`config.mk`:
```
export PLATFORM = sky130hd
export DESIGN_NAME = timed_wait_queue_unit_flat
export DESIGN_NICKNAME = d
export VERILOG_FILES = /design/src/rtl/twq_pkg.sv /design/src/rtl/twq_cmd_if.sv /design/src/rtl/twq_rsp_if.sv /design/src/rtl/twq_cell.sv /design/src/rtl/timed_wait_queue_unit.sv /design/src/flat_wrapper.sv
export SDC_FILE = /design/constraint.sdc
export NUM_CORES = 1
export LEC_CHECK = 0
export ABC_AREA = 1
export BUFFER_PORTS_ARGS = -buffer_cell sky130_fd_sc_hd__buf_2
export CORE_ASPECT_RATIO = 1.5
export CORE_UTILIZATION = 50
export DETAILED_ROUTE_END_ITERATION = 12
export PLACE_DENSITY = 0.67
export SYNTH_ARGS = -nofsm -noshare
export SYNTH_HDL_FRONTEND = slang
export SYNTH_SLANG_ARGS = --single-unit
```
`constraint.sdc`:
```
create_clock -name clk -period 4.65 [get_ports clk]
set_input_delay 0.465 -clock clk [delete_from_list [all_inputs] [get_ports clk]]
set_output_delay 0.465 -clock clk [all_outputs]
set_load 0.005 [all_outputs]
```
`src/rtl/twq_pkg.sv`:
```
`timescale 1ns / 1ps
`default_nettype none

package twq_pkg;

  // Command codes carried in the command field of an input word.
  typedef enum logic [1:0] {
    CMD_APPEND = 2'd0,
    CMD_REMOVE = 2'd1,
    CMD_TICK   = 2'd2,
    CMD_NOP    = 2'd3
  } twq_cmd_t;

  localparam int unsigned CmdBits   = 2;
  localparam int unsigned PidBits   = 8;
  localparam int unsigned CountBits = 16;
  localparam int unsigned HeldBits  = 5;

  // Per-cycle operation strobes broadcast to every cell of the chain.
  typedef struct packed {
    logic append;
    logic remove;
    logic tick;
  } twq_ctl_t;

endpackage

`default_nettype wire

```
`src/rtl/twq_cmd_if.sv`:
```
`timescale 1ns / 1ps
`default_nettype none

interface twq_cmd_if import twq_pkg::*; ();
  logic                 valid;
  logic                 ready;
  logic [CmdBits-1:0]   command;
  logic [PidBits-1:0]   process_id;
  logic [CountBits-1:0] wait_time;

  modport source (output valid, command, process_id, wait_time, input ready);
  modport sink (input valid, command, process_id, wait_time, output ready);
endinterface

`default_nettype wire

```
`src/rtl/twq_rsp_if.sv`:
```
`timescale 1ns / 1ps
`default_nettype none

interface twq_rsp_if import twq_pkg::*; ();
  logic                valid;
  logic                ready;
  logic [PidBits-1:0]  released_id;
  logic                released_valid;
  logic [HeldBits-1:0] entries_held;
  logic                overflow;

  modport source (output valid, released_id, released_valid, entries_held, overflow,
                  input ready);
  modport sink (input valid, released_id, released_valid, entries_held, overflow,
                output ready);
endinterface

`default_nettype wire

```
`src/rtl/twq_cell.sv`:
```
`timescale 1ns / 1ps
`default_nettype none

// One queue slot. Position IDX holds the entry that is IDX places from the
// oldest one. A cell hands its undecremented contents to its older neighbor.
module twq_cell import twq_pkg::*; #(
  parameter int unsigned IDX     = 0,
  parameter int unsigned ID_BITS = 8,
  parameter int unsigned OCC_W   = 5
) (
  input  wire logic                 clk,
  input  wire twq_ctl_t             ctl,
  input  wire logic [OCC_W-1:0]     occupancy,
  input  wire logic [ID_BITS-1:0]   load_id,
  input  wire logic [CountBits-1:0] load_count,
  input  wire logic [ID_BITS-1:0]   nbr_id,
  input  wire logic [CountBits-1:0] nbr_count,
  input  wire logic                 hit_in,
  input  wire logic [ID_BITS-1:0]   rel_in,
  output logic [ID_BITS-1:0]        id,
  output logic [CountBits-1:0]      count,
  output logic                      hit_out,
  output logic [ID_BITS-1:0]        rel_out
);

  logic                 held;
  logic [CountBits-1:0] dec;
  logic                 hit_here;
  logic                 shift;
  logic                 load;

  always_comb begin
    held     = occupancy > OCC_W'(IDX);
    dec      = count - CountBits'(1);
    hit_here = ctl.tick & held & (dec == '0);
    hit_out  = hit_in | hit_here;
    // Remove, or a tick at or after the woken cell, loads the younger neighbor's entry.
    shift    = ctl.remove | (ctl.tick & hit_out);
    load     = ctl.append & (occupancy == OCC_W'(IDX));
    rel_out  = (hit_here & ~hit_in) ? id : rel_in;
  end

  always_ff @(posedge clk) begin
    if (load) begin
      id    <= load_id;
      count <= load_count;
    end else if (shift) begin
      id    <= nbr_id;
      count <= nbr_count;
    end else if (ctl.tick) begin
      count <= dec;
    end
  end

endmodule

`default_nettype wire

```
`src/rtl/timed_wait_queue_unit.sv`:
```
`timescale 1ns / 1ps
`default_nettype none

// Timed wait queue: an ordered queue of process ids, each with a 16-bit
// timeout count, held in a row of slot cells with the oldest entry in cell 0.
// Channel req (sink) takes one word per command: append (process_id and
// wait_time), remove oldest, or timer tick. Command code 3 changes nothing.
// Channel rsp (source) returns exactly one word per request word: the
// released id and its valid flag, the entry count after the command, and an
// overflow flag for an append that found the queue full.
// Results are registered: a request word accepted at one edge shows its result
// word on rsp after that edge. One request word is taken every cycle while
// the response register is empty or being emptied in the same cycle, so the
// sustained rate is one word per cycle.
// A tick decrements every held count up to the first one that reaches zero;
// that entry is released and younger entries keep their counts. The first-hit
// search is a combinational priority chain running through all the cells.
// When rsp stalls, the result word stays in its register and req.ready drops
// until it is taken; nothing is lost or repeated.
// Reset (rst, synchronous) empties the queue and the response register; the
// slot contents are not cleared, since only held slots are ever read.
module timed_wait_queue_unit import twq_pkg::*; #(
  parameter int unsigned QUEUE_DEPTH = 16,
  parameter int unsigned ID_BITS     = 8
) (
  input wire logic clk,
  input wire logic rst,
  twq_cmd_if.sink   req,
  twq_rsp_if.source rsp
);

  localparam int unsigned OccW = $clog2(QUEUE_DEPTH + 1);

  logic [OccW-1:0]      occupancy;
  logic [OccW-1:0]      occupancy_next;
  logic                 accept;
  twq_ctl_t             ctl;
  logic                 full;
  logic [ID_BITS-1:0]   load_id;

  // Cell outputs and the chains that run from the oldest cell to the youngest.
  logic [ID_BITS-1:0]   cell_id    [QUEUE_DEPTH];
  logic [CountBits-1:0] cell_count [QUEUE_DEPTH];
  logic                 hit_chain  [QUEUE_DEPTH+1];
  logic [ID_BITS-1:0]   rel_chain  [QUEUE_DEPTH+1];

  logic                 rel_valid_next;
  logic [ID_BITS-1:0]   rel_id_next;
  logic                 ovf_next;

  // The response register is the only buffer: a new word may enter whenever
  // it is empty or its word leaves at this edge.
  assign req.ready = ~rsp.valid | rsp.ready;
  assign accept    = req.valid & req.ready;

  always_comb begin
    ctl.append = accept & (req.command == CMD_APPEND);
    ctl.remove = accept & (req.command == CMD_REMOVE);
    ctl.tick   = accept & (req.command == CMD_TICK);
    full       = occupancy == OccW'(QUEUE_DEPTH);
    load_id    = ID_BITS'(req.process_id);
  end

  assign hit_chain[0] = 1'b0;
  assign rel_chain[0] = '0;

  for (genvar k = 0; k < QUEUE_DEPTH; k++) begin : g_cell
    logic [ID_BITS-1:0]   nbr_id;
    logic [CountBits-1:0] nbr_count;

    if (k + 1 < QUEUE_DEPTH) begin : g_mid
      assign nbr_id    = cell_id[k+1];
      assign nbr_count = cell_count[k+1];
    end else begin : g_last
      assign nbr_id    = '0;
      assign nbr_count = '0;
    end

    twq_cell #(
      .IDX     (k),
      .ID_BITS (ID_BITS),
      .OCC_W   (OccW)
    ) u_cell (
      .clk        (clk),
      .ctl        (ctl),
      .occupancy  (occupancy),
      .load_id    (load_id),
      .load_count (req.wait_time),
      .nbr_id     (nbr_id),
      .nbr_count  (nbr_count),
      .hit_in     (hit_chain[k]),
      .rel_in     (rel_chain[k]),
      .id         (cell_id[k]),
      .count      (cell_count[k]),
      .hit_out    (hit_chain[k+1]),
      .rel_out    (rel_chain[k+1])
    );
  end

  // Result of the word being accepted, and the count it leaves behind.
  always_comb begin
    occupancy_next = occupancy;
    rel_valid_next = 1'b0;
    rel_id_next    = '0;
    ovf_next       = 1'b0;
    if (ctl.append) begin
      if (full) begin
        ovf_next = 1'b1;
      end else begin
        occupancy_next = occupancy + OccW'(1);
      end
    end else if (ctl.remove) begin
      if (occupancy != '0) begin
        rel_valid_next = 1'b1;
        rel_id_next    = cell_id[0];
        occupancy_next = occupancy - OccW'(1);
      end
    end else if (ctl.tick) begin
      if (hit_chain[QUEUE_DEPTH]) begin
        rel_valid_next = 1'b1;
        rel_id_next    = rel_chain[QUEUE_DEPTH];
        occupancy_next = occupancy - OccW'(1);
      end
    end
  end

  always_ff @(posedge clk) begin
    if (rst) begin
      occupancy <= '0;
      rsp.valid <= 1'b0;
    end else begin
      occupancy <= occupancy_next;
      if (accept) begin
        rsp.valid <= 1'b1;
      end else if (rsp.ready) begin
        rsp.valid <= 1'b0;
      end
    end
    if (accept) begin
      rsp.released_id    <= PidBits'(rel_id_next);
      rsp.released_valid <= rel_valid_next;
      rsp.entries_held   <= HeldBits'(occupancy_next);
      rsp.overflow       <= ovf_next;
    end
  end

  // The queue never holds more entries than it has cells.
  a_occ_bound : assert property (@(posedge clk) disable iff (rst)
    occupancy <= OccW'(QUEUE_DEPTH))
    else $error("occupancy beyond queue depth");

  // An append to a full queue leaves the entry count alone.
  a_full_append : assert property (@(posedge clk) disable iff (rst)
    (ctl.append && full) |=> (occupancy == OccW'(QUEUE_DEPTH)))
    else $error("dropped append changed occupancy");

  // A remove from a non-empty queue frees exactly one slot.
  a_remove_count : assert property (@(posedge clk) disable iff (rst)
    (ctl.remove && occupancy != '0) |=> (occupancy == $past(occupancy) - OccW'(1)))
    else $error("remove did not free one slot");

  // A word never both releases an entry and reports a dropped append.
  a_rel_ovf : assert property (@(posedge clk) disable iff (rst)
    rsp.valid |-> !(rsp.released_valid && rsp.overflow))
    else $error("release and overflow in one word");

endmodule

`default_nettype wire

```
`src/flat_wrapper.sv`:
```
// flat-port wrapper written by rule: the top's interface ports become plain ports
module timed_wait_queue_unit_flat import twq_pkg::*;
#(
  parameter int unsigned QUEUE_DEPTH = 16,
  parameter int unsigned ID_BITS     = 8
)
  (clk, rst, req_valid, req_command, req_process_id, req_wait_time, req_ready, rsp_valid, rsp_released_id, rsp_released_valid, rsp_entries_held, rsp_overflow, rsp_ready);
  twq_cmd_if req_i ();
  twq_rsp_if rsp_i ();
  input wire logic clk;
  input wire logic rst;
  input wire logic [$bits(req_i.valid)-1:0] req_valid;
  input wire logic [$bits(req_i.command)-1:0] req_command;
  input wire logic [$bits(req_i.process_id)-1:0] req_process_id;
  input wire logic [$bits(req_i.wait_time)-1:0] req_wait_time;
  output wire logic [$bits(req_i.ready)-1:0] req_ready;
  output wire logic [$bits(rsp_i.valid)-1:0] rsp_valid;
  output wire logic [$bits(rsp_i.released_id)-1:0] rsp_released_id;
  output wire logic [$bits(rsp_i.released_valid)-1:0] rsp_released_valid;
  output wire logic [$bits(rsp_i.entries_held)-1:0] rsp_entries_held;
  output wire logic [$bits(rsp_i.overflow)-1:0] rsp_overflow;
  input wire logic [$bits(rsp_i.ready)-1:0] rsp_ready;
  assign req_i.valid = req_valid;
  assign req_i.command = req_command;
  assign req_i.process_id = req_process_id;
  assign req_i.wait_time = req_wait_time;
  assign req_ready = req_i.ready;
  assign rsp_valid = rsp_i.valid;
  assign rsp_released_id = rsp_i.released_id;
  assign rsp_released_valid = rsp_i.released_valid;
  assign rsp_entries_held = rsp_i.entries_held;
  assign rsp_overflow = rsp_i.overflow;
  assign rsp_i.ready = rsp_ready;
  timed_wait_queue_unit #(.QUEUE_DEPTH(QUEUE_DEPTH), .ID_BITS(ID_BITS)) u_core (.clk(clk), .rst(rst), .req(req_i), .rsp(rsp_i));
endmodule
```
==> metrics.log, run 1 <==
INFO  metric critical_path.max_fanout = 12
INFO  metric tot_gr_track_use = 31.8%
INFO  metric avgSynthCellArea = 7.58 sq um
INFO  metric initial_utilization = 50.8%
INFO  metric finalInstanceArea = 30600 sq um
INFO  metric core_region_area = 54800 sq um
INFO  metric timing.critical_path.buf_inv = 3
INFO  metric yosysTopAreaCellShare = 43.1%
INFO  metric p_int = 6.77 mW
INFO  metric pwr-share-seq = 47.9%
INFO  metric dp_hpwl = 67300 um
INFO  metric port_buffers = 46
INFO  metric clock.fmax = 0.238 GHz
INFO  metric max-vdd-ir-drop = 0.000341 V
INFO  metric hold_path_end = u_core.rsp.valid
INFO  metric clock-skew-final = 0.0282 ns
INFO  metric critPathTopFamily = simple AND/OR/NAND/NOR gates
INFO  metric synth.cell_area = 27800 sq um
INFO  metric synth_area_leaders = sky130_fd_sc_hd__edfxtp_1 43%, sky130_fd_sc_hd__nand2_1 12%, sky130_fd_sc_hd__o21ai_0 7.0%
INFO  metric number_of_cts_inserted_buffers = 43
INFO  metric cts_root_buf = sky130_fd_sc_hd__clkbuf_16
INFO  metric crit_path_max_incr_delay = 0.44 ns
INFO  metric detailedRoute.firstIterationViolations = 2247
INFO  metric setup_violations = 0
INFO  metric timing.critical_path.depth = 20
INFO  metric first_global_vias = 24700
INFO  metric slowest_stage = sky130_fd_sc_hd__edfxtp_1
INFO  metric placement.cell_area = 29200 sq um
INFO  metric final_layout_size_suffix_gt1_share = 7.66%
INFO  metric avgRoutedWirePerCell = 20.4 um
INFO  metric net-switching-power = 2.54 mW
INFO  metric crit_path_cell_trace = inv_1, ha_1, nand2_1, nor2_1, nand3_1, nand2_1, nor2_1, nand3_1, inv_1, nand2_1, nand4_4, nor2_2, nand4_2, nor2_4, nand4_4, nor2_2, buf_4, nand2_1, o211ai_1, o21ai_0
INFO  metric floorplan.rows = 105
INFO  metric cts.sinks = 405
INFO  metric die_height = 291 um
INFO  metric max_transition_margin = 19.5%
INFO  metric clock_power_share = 39.4%
INFO  metric report.final.slew_viol_count = 0
INFO  metric r2r_end = u_core.g_cell[12].u_cell.count[7]
INFO  metric seq_area_frac_synth = 43.5%
INFO  metric min_path_type = in -> reg
INFO  metric outcome = complete, no violations
INFO  metric totalWireLength = 90700 um
INFO  metric synthesis_to_finish_area_growth = 10.1%
INFO  metric fillCellCount = 5146
INFO  metric ff2ff_path_depth = 20
INFO  metric drc_errors = 0
INFO  metric postRouteAntennaNets = 0
INFO  metric report.final.hold_viol_count = 0
INFO  metric maxCapViolCount = 0
INFO  metric drt-pass1-iter-count = 6
INFO  metric power.density_cell_area = 304 nW/um^2
INFO  metric io-pin-count = 47
INFO  metric synth_most_common_cell = sky130_fd_sc_hd__nand2_1
INFO  metric crit_arrival = 4.51 ns
INFO  metric timing.critical_path.from_type = register
INFO  metric grt_overflow = 0
INFO  metric utilization = 55.9%
INFO  metric worst_hold_path.num_cells = 4
INFO  metric async_flop_share = 0%
INFO  metric global_route_wire_length_before_repair = 139000 um
INFO  metric htreeDepth = 2
INFO  metric syn-instance-count = 3671
INFO  metric pwr-share-comb = 12.7%
INFO  metric die_area = 56600 sq um
INFO  metric multi_input_gate_area = 13500 sq um
INFO  metric cts_setup_buffers = 0
INFO  metric synth_fp_nets = 3738
INFO  metric clk_pin_slew_worst_paths = 0.06 ns
INFO  metric yosys.cell_types.count = 46
INFO  metric synth-edff-count = 399
INFO  metric grt_setup_unrepaired = false
INFO  metric timing.reg2reg.setup_slack = 0.44 ns
INFO  metric timing.hold.ws = 0.185 ns
INFO  metric power.share.switching = 27.2%
INFO  metric nNetsFinal = 3780
INFO  metric antenna_found_initial = 5
INFO  metric yosys_most_used_dff = sky130_fd_sc_hd__edfxtp_1
INFO  metric die_w = 195 um
INFO  metric cts_tree = done
INFO  metric synth_top_cell_by_area = sky130_fd_sc_hd__edfxtp_1
INFO  metric worst-slew-pin-transition = 1.21 ns
INFO  metric worst_setup_path_end_kind = register
INFO  metric worstHoldStart = rsp_ready
INFO  metric fin_setup_tns = 0 ns
INFO  metric vias_per_cell = 5.79
INFO  metric cts-root-to-sink-buffers = 3
INFO  metric layout_min_cycle_time = 4.21 ns
INFO  metric regToRegStartpoint = u_core.g_cell[3].u_cell.count[0]
INFO  metric postSynthRegisterBits = 405
INFO  metric clk_latency = 0.60 ns
INFO  metric via_count = 25700
INFO  metric ys_warn_count = 0
INFO  metric worstSetupPathType = reg -> reg
INFO  metric place_congestion = 0.968
INFO  metric total_leakage_power = 12.9 nW
INFO  metric required_time_reported_for_the_critical_path_endpoint = 4.95 ns
INFO  metric timing.final.crit_share = 90.5%
INFO  metric layout.area.seq = 12100 sq um
INFO  metric timing.critical_path.mode_cell = sky130_fd_sc_hd__nand2_1
INFO  metric yosys-top-cells-count = 888 x sky130_fd_sc_hd__nand2_1, 435 x sky130_fd_sc_hd__inv_1, 433 x sky130_fd_sc_hd__nor2_1
INFO  metric grt_start_max_net_pins = 51
## per-layer routing
layer | GRT usage (%) | vias to the layer above | routed length, um
met2 | 57.9 | 883 | 46500
met5 | 0 | - | 39
met4 | 20.6 | 6 | 6190
met3 | 4.32 | 304 | 4770
met1 | 34.4 | 12000 | 33200
li1 | - | 12500 | -
## repair_timing
item                                    in CTS  in global routing
hold endpoints to repair                     0                  0
gates resized for setup                      0                  1
endpoints found under the setup margin       0                  1
hold buffers                                 0                  0
## worst max path at each step
| stage | start | end | slack (ns) |
|---|---|---|---|
| finish | u_core.g_cell[3].u_cell.count[0] | u_core.g_cell[12].u_cell.count[7] | 0.44 |
| global route | u_core.g_cell[4].u_cell.count[0] | u_core.rsp.released_id[6] | 0.04 |
| CTS | u_core.g_cell[3].u_cell.count[0] | u_core.rsp.released_id[6] | 0.28 |
| detailed placement | u_core.g_cell[3].u_cell.count[0] | u_core.rsp.released_id[6] | 0.29 |
| global placement | u_core.g_cell[4].u_cell.count[0] | u_core.rsp.released_id[6] | 0.38 |
| floorplan | u_core.g_cell[3].u_cell.count[0] | u_core.g_cell[15].u_cell.count[0] | 0.99 |
## state kept, by name, indices dropped and copies added (netlist names)
name and cells:
u_core.g_cell.u_cell.count 256, u_core.g_cell.u_cell.id 128, u_core.rsp.released_id 8, u_core.occupancy 5, u_core.rsp.entries_held 5, u_core.rsp.overflow 1, u_core.rsp.released_valid 1, u_core.rsp.valid 1
## cell type report
class | count | area share [%]
repair buffers | 152 | 3.47
inverters | 452 | 5.54
multi-input cells | 2659 | 43.9
flip-flops and latches | 405 | 39.5
clock inverters | 21 | 0.956
clock buffers | 57 | 3.75
well taps | 695 | 2.84
diodes | 1 | 0.00817
## tightest hold or removal path, stage by stage
cell and delay [ns]:
sky130_fd_sc_hd__buf_2 0.07, sky130_fd_sc_hd__inv_1 0.03, sky130_fd_sc_hd__nand2_1 0.08, sky130_fd_sc_hd__a21oi_1 0.07
## power by group through the flow
stage | Combinational (mW) | Sequential (mW) | Clock (mW)
after floorplan | 0.796 | 4.45 | 0
after global placement | 1.16 | 4.53 | 0
after detailed placement | 1.17 | 4.53 | 0
after CTS | 1.17 | 4.45 | 3.70
after global routing | 1.32 | 4.47 | 3.81
final | 1.18 | 4.46 | 3.67
## logic make-up after synthesis
group           count (synthesis)  synth area share [%]
fa+ha+maj                      37                  1.66
simple gates                 1776                  27.4
buf+inv                       607                  8.34
xor+xnor                      128                  4.03
flops                         405                  43.5
compound gates                718                  15.1
## placed cells by master, fill, tap and decap left out, drive strengths merged, types with 2 or more instances in the layout
cell type	instances
nor4	26
clkbuf	57
xor2	85
a31oi	9
bufinv	7
ha	37
nand3	201
edfxtp	399
nor3	70
o211ai	190
o21bai	2
or2	10
o22ai	19
clkinvlp	2
clkinv	19
nand4	106
nand2	892
o21ai	405
dfxtp	6
nand3b	15
inv	445
nor2	453
a21oi	83
o31ai	6
nor3b	2
xnor2	43
o21a	3
buf	152
## per-stage QoR
step | cells | total power, mW | worst slack (ns)
6_report | 4442 | 9.31 | 0.440
4_1_cts | 4441 | 9.33 | 0.282
3_5_place_dp | 4363 | 5.69 | 0.287
2_1_floorplan | 3671 | 5.25 | 0.990
5_1_grt | 4441 | 9.60 | 0.0431
3_3_place_gp | 4363 | 5.69 | 0.383
Power figures use the tool's default switching activity.
==> run 2, diff against run 1 <==
Settings changed: ABC_AREA 1 to not set.
==> run 2 against run 1 <==
Synthesized cell count fell by 9.2%. Routed wire length rose by 17%. Clock skew decreased by 0.012 ns. Setup slack worse by 0.23 ns. Clock power shrank 3%. Register-to-register slack lost 0.23 ns. Critical path depth decreased by 10. Count of clock-buffer cells in the layout shrank 1. First-iteration DRC count increased by 9.5%. Sequential power rose by 2%. Die area grew 4.6%. Maximum frequency fell by 5.1%.
==> metrics.log, run 2 <==
INFO  metric outcome = complete, no violations
INFO  metric largest_register = u_core.g_cell.u_cell.count
INFO  metric worst_setup_path_end_kind = register
INFO  metric drt-pass1-iter-count = 5 (-1)
INFO  metric detailedRoute.firstIterationViolations = 2461 (+9.5%)
INFO  metric yosys_most_used_dff = sky130_fd_sc_hd__edfxtp_1
INFO  metric totalWireLength = 106000 um (+17%)
INFO  metric drc_errors = 0 (unchanged)
INFO  metric cts-root-to-sink-buffers = 3 (unchanged)
INFO  metric critical_path.max_fanout = 8 (-4)
INFO  metric first_global_vias = 25400 (+2.8%)
INFO  metric yosys.cell_types.count = 97 (+110%)
INFO  metric total_leakage_power = 11.4 nW (-12%)
INFO  metric synth-edff-count = 399 (unchanged)
INFO  metric nNetsFinal = 3387 (-10%)
INFO  metric largestRegisters = u_core.g_cell.u_cell.count: 256 flops, u_core.g_cell.u_cell.id: 128 flops, u_core.rsp.released_id: 8 flops
INFO  metric final_common_cell = sky130_fd_sc_hd__nand2_1
INFO  metric p_int = 6.68 mW (-1.4%)
INFO  metric postSynthRegisterBits = 405 (unchanged)
INFO  metric worst-slew-pin-transition = 1.23 ns (+0.0254 ns)
INFO  metric cts_tree = done
INFO  metric insertedDiodeCount = 0 (-1)
INFO  metric final_cell_mix = 631 x sky130_fd_sc_hd__nand2_1, 399 x sky130_fd_sc_hd__edfxtp_1, 331 x sky130_fd_sc_hd__o21ai_0, 234 x sky130_fd_sc_hd__nor2_1, 136 x sky130_fd_sc_hd__buf_4
INFO  metric via_count = 26200 (+2.0%)
INFO  metric clk_pin_slew_worst_paths = 0.06 ns (about the same)
INFO  metric grt_setup_unrepaired = false
INFO  metric place_congestion = 1.06 (+9.0%)
INFO  metric seq_area_frac_synth = 41.6% (-1.9 points)
INFO  metric htreeDepth = 2 (unchanged)
INFO  metric ys_warn_count = 0 (unchanged)
INFO  metric timing.critical_path.from_type = register
INFO  metric max_transition_margin = 17.9% (-1.6 points)
INFO  metric io-pin-count = 47 (unchanged)
INFO  metric grt_start_max_net_pins = 43 (-16%)
INFO  metric synth.cell_area = 29100 sq um (+4.6%)
INFO  metric initial_utilization = 50.4% (-0.35 points)
INFO  metric report.final.hold_viol_count = 0 (unchanged)
INFO  metric avgRoutedWirePerCell = 25.7 um (+26%)
INFO  metric port_buffers = 46 (unchanged)
INFO  metric floorplan.rows = 108 (+2.9%)
INFO  metric final_layout_size_suffix_gt1_share = 11.8% (+4.1 points)
INFO  metric timing.final.crit_share = 95.4% (+4.9 points)
INFO  metric dp_hpwl = 77500 um (+15%)
INFO  metric number_of_cts_inserted_buffers = 44 (+2.3%)
INFO  metric postLayoutSetupSlackWorst = 0.212 ns (-0.227 ns)
INFO  metric core_region_area = 57700 sq um (+5.3%)
INFO  metric power.total = 9.32 mW (+0.11%)
INFO  metric timing.critical_path.buf_inv = 0 (-3)
INFO  metric crit_path_max_incr_delay = 0.77 ns (+0.33 ns)
INFO  metric power.share.switching = 28.3% (+1.1 points)
INFO  metric clock-skew-final = 0.0159 ns (-0.0123 ns)
INFO  metric postRouteAntennaNets = 0 (unchanged)
INFO  metric yosys-top-cells-count = 631 x sky130_fd_sc_hd__nand2_1, 399 x sky130_fd_sc_hd__edfxtp_1, 331 x sky130_fd_sc_hd__o21ai_0
INFO  metric crit_arrival = 4.78 ns (+0.27 ns)
INFO  metric die_area = 59200 sq um (+4.6%)
INFO  metric synth_fp_nets = 3401 (-9.0%)
INFO  metric synth_top_cell_by_area = sky130_fd_sc_hd__edfxtp_1
INFO  metric die_w = 199 um (+2.3%)
INFO  metric net-switching-power = 2.64 mW (+4.0%)
INFO  metric min_path_type = in -> reg
INFO  metric global_route_wire_length_before_repair = 158000 um (+14%)
INFO  metric crit_path_cell_trace = or4_1, or4_1, nor4_2, nor2_2, or4b_1, and3_1, a222oi_1, o221ai_1, o2111ai_1, a21bo_2
INFO  metric slowest_stage = sky130_fd_sc_hd__or4b_1
INFO  metric die_height = 298 um (+2.3%)
INFO  metric placement.setup.worst_slack = 0.232 ns (-0.0546 ns)
INFO  metric power.density_cell_area = 292 nW/um^2 (-3.8%)
INFO  metric cts_root_buf = sky130_fd_sc_hd__clkbuf_16
INFO  metric syn-instance-count = 3334 (-9.2%)
INFO  metric pwr-share-seq = 48.7% (+0.8 points)
INFO  metric required_time_reported_for_the_critical_path_endpoint = 4.99 ns (+0.04 ns)
INFO  metric flip_flop_count_of_the_largest_register_after_layout = 256 (unchanged)
INFO  metric cts-hold-fix-buffers = 0 (unchanged)
INFO  metric utilization = 55.2% (-0.68 points)
INFO  metric cts.sinks = 405 (unchanged)
INFO  metric synthesis_to_finish_area_growth = 9.51%
INFO  metric antenna_found_initial = 2 (-3)
INFO  metric maxCapViolCount = 0 (unchanged)
INFO  metric avgSynthCellArea = 8.73 sq um (+15%)
INFO  metric clock_power_share = 38.2% (-1.2 points)
INFO  metric synth_area_leaders = sky130_fd_sc_hd__edfxtp_1 41%, sky130_fd_sc_hd__nand2_1 8.1%, sky130_fd_sc_hd__o21ai_0 5.7%
INFO  metric grt_overflow = 0 (unchanged)
INFO  metric layout_min_cycle_time = 4.44 ns (+0.227 ns)
INFO  metric async_flop_share = 0% (unchanged)
INFO  metric timing.critical_path.mode_cell = sky130_fd_sc_hd__or4_1
INFO  metric worstSetupPathType = reg -> reg
INFO  metric fin_setup_tns = 0 ns (unchanged)
INFO  metric timing.hold.ws = 0.171 ns (-0.0133 ns)
INFO  metric setup_violations = 0 (unchanged)
INFO  metric tot_gr_track_use = 35.8% (+4.0 points)
INFO  metric clock.fmax = 0.225 GHz (-5.1%)
INFO  metric vias_per_cell = 6.36 (+9.9%)
INFO  metric clk_latency = 0.59 ns (about the same)
INFO  metric critPathTopFamily = simple AND/OR/NAND/NOR gates
INFO  metric max-vdd-ir-drop = 0.000313 V (-8.2%)
INFO  metric report.final.slew_viol_count = 0 (unchanged)
INFO  metric synth_most_common_cell = sky130_fd_sc_hd__nand2_1
INFO  metric pwr-share-comb = 13.0% (+0.3 points)
INFO  metric yosysTopAreaCellShare = 41.2% (-1.9 points)
==> run 2: final timing paths <==
kind / startpoint / end / slack, ns / cells after the start
hold / removal: rst / u_core.rsp.valid / 0.17 / 2
hold reg to reg: u_core.g_cell[10].u_cell.id[6] / u_core.g_cell[9].u_cell.id[6] / 0.55 / 2
setup reg to reg: u_core.g_cell[10].u_cell.count[7] / u_core.rsp.released_id[2] / 0.21 / 10
setup / recovery: u_core.g_cell[10].u_cell.count[7] / u_core.rsp.released_id[2] / 0.21 / 10
==> run 2: layer usage <==
layer	vias up	global-route usage, %	part of all wire (%)
met1	12600	40.5	35
li1	12100	-	-
met5	-	0	0.0075
met3	357	4.56	6.9
met4	2	26.4	8.7
met2	1168	61.4	49
==> run 2: cell families after synthesis <==
family          synth area share (%)
fa+ha+maj                       1.59
simple gates                    25.8
flops                           41.6
buf+inv                         4.32
xor+xnor                        6.14
compound gates                  14.1
mux                             6.54
==> run 2: timing repair <==
| item | 4_1_cts | 5_1_grt |
|---|---|---|
| buffers inserted | 0 | 0 |
| gates resized for setup | 0 | 1 |
| endpoints found under the setup margin | 0 | 36 |
==> run 2: through the flow <==
step,cell area (sq um),instances
floorplan,29100,3334
global placement,30500,4044
detailed placement,30500,4044
CTS,31900,4124
global route,31900,4124
finish,31900,4124
==> run 2: cell type report <==
type                            instances  area [sq um]
Tap cell                              770           963
Clock buffer                           56          1200
Multi-Input combinational cell       2611         15800
Clock inverter                         24           191
Sequential cell                       405         12100
Fill cell                            5297         25800
Inverter                               71           267
Timing Repair Buffer                  187          1350
==> run 2: power by group through the flow <==
stage               logic (mW)  registers, mW  clock network, mW
global route              1.32           4.55               3.70
floorplan                0.821           4.46                  0
global placement          1.17           4.60                  0
CTS                       1.20           4.53               3.58
finish                    1.22           4.54               3.56
detailed placement        1.20           4.61                  0
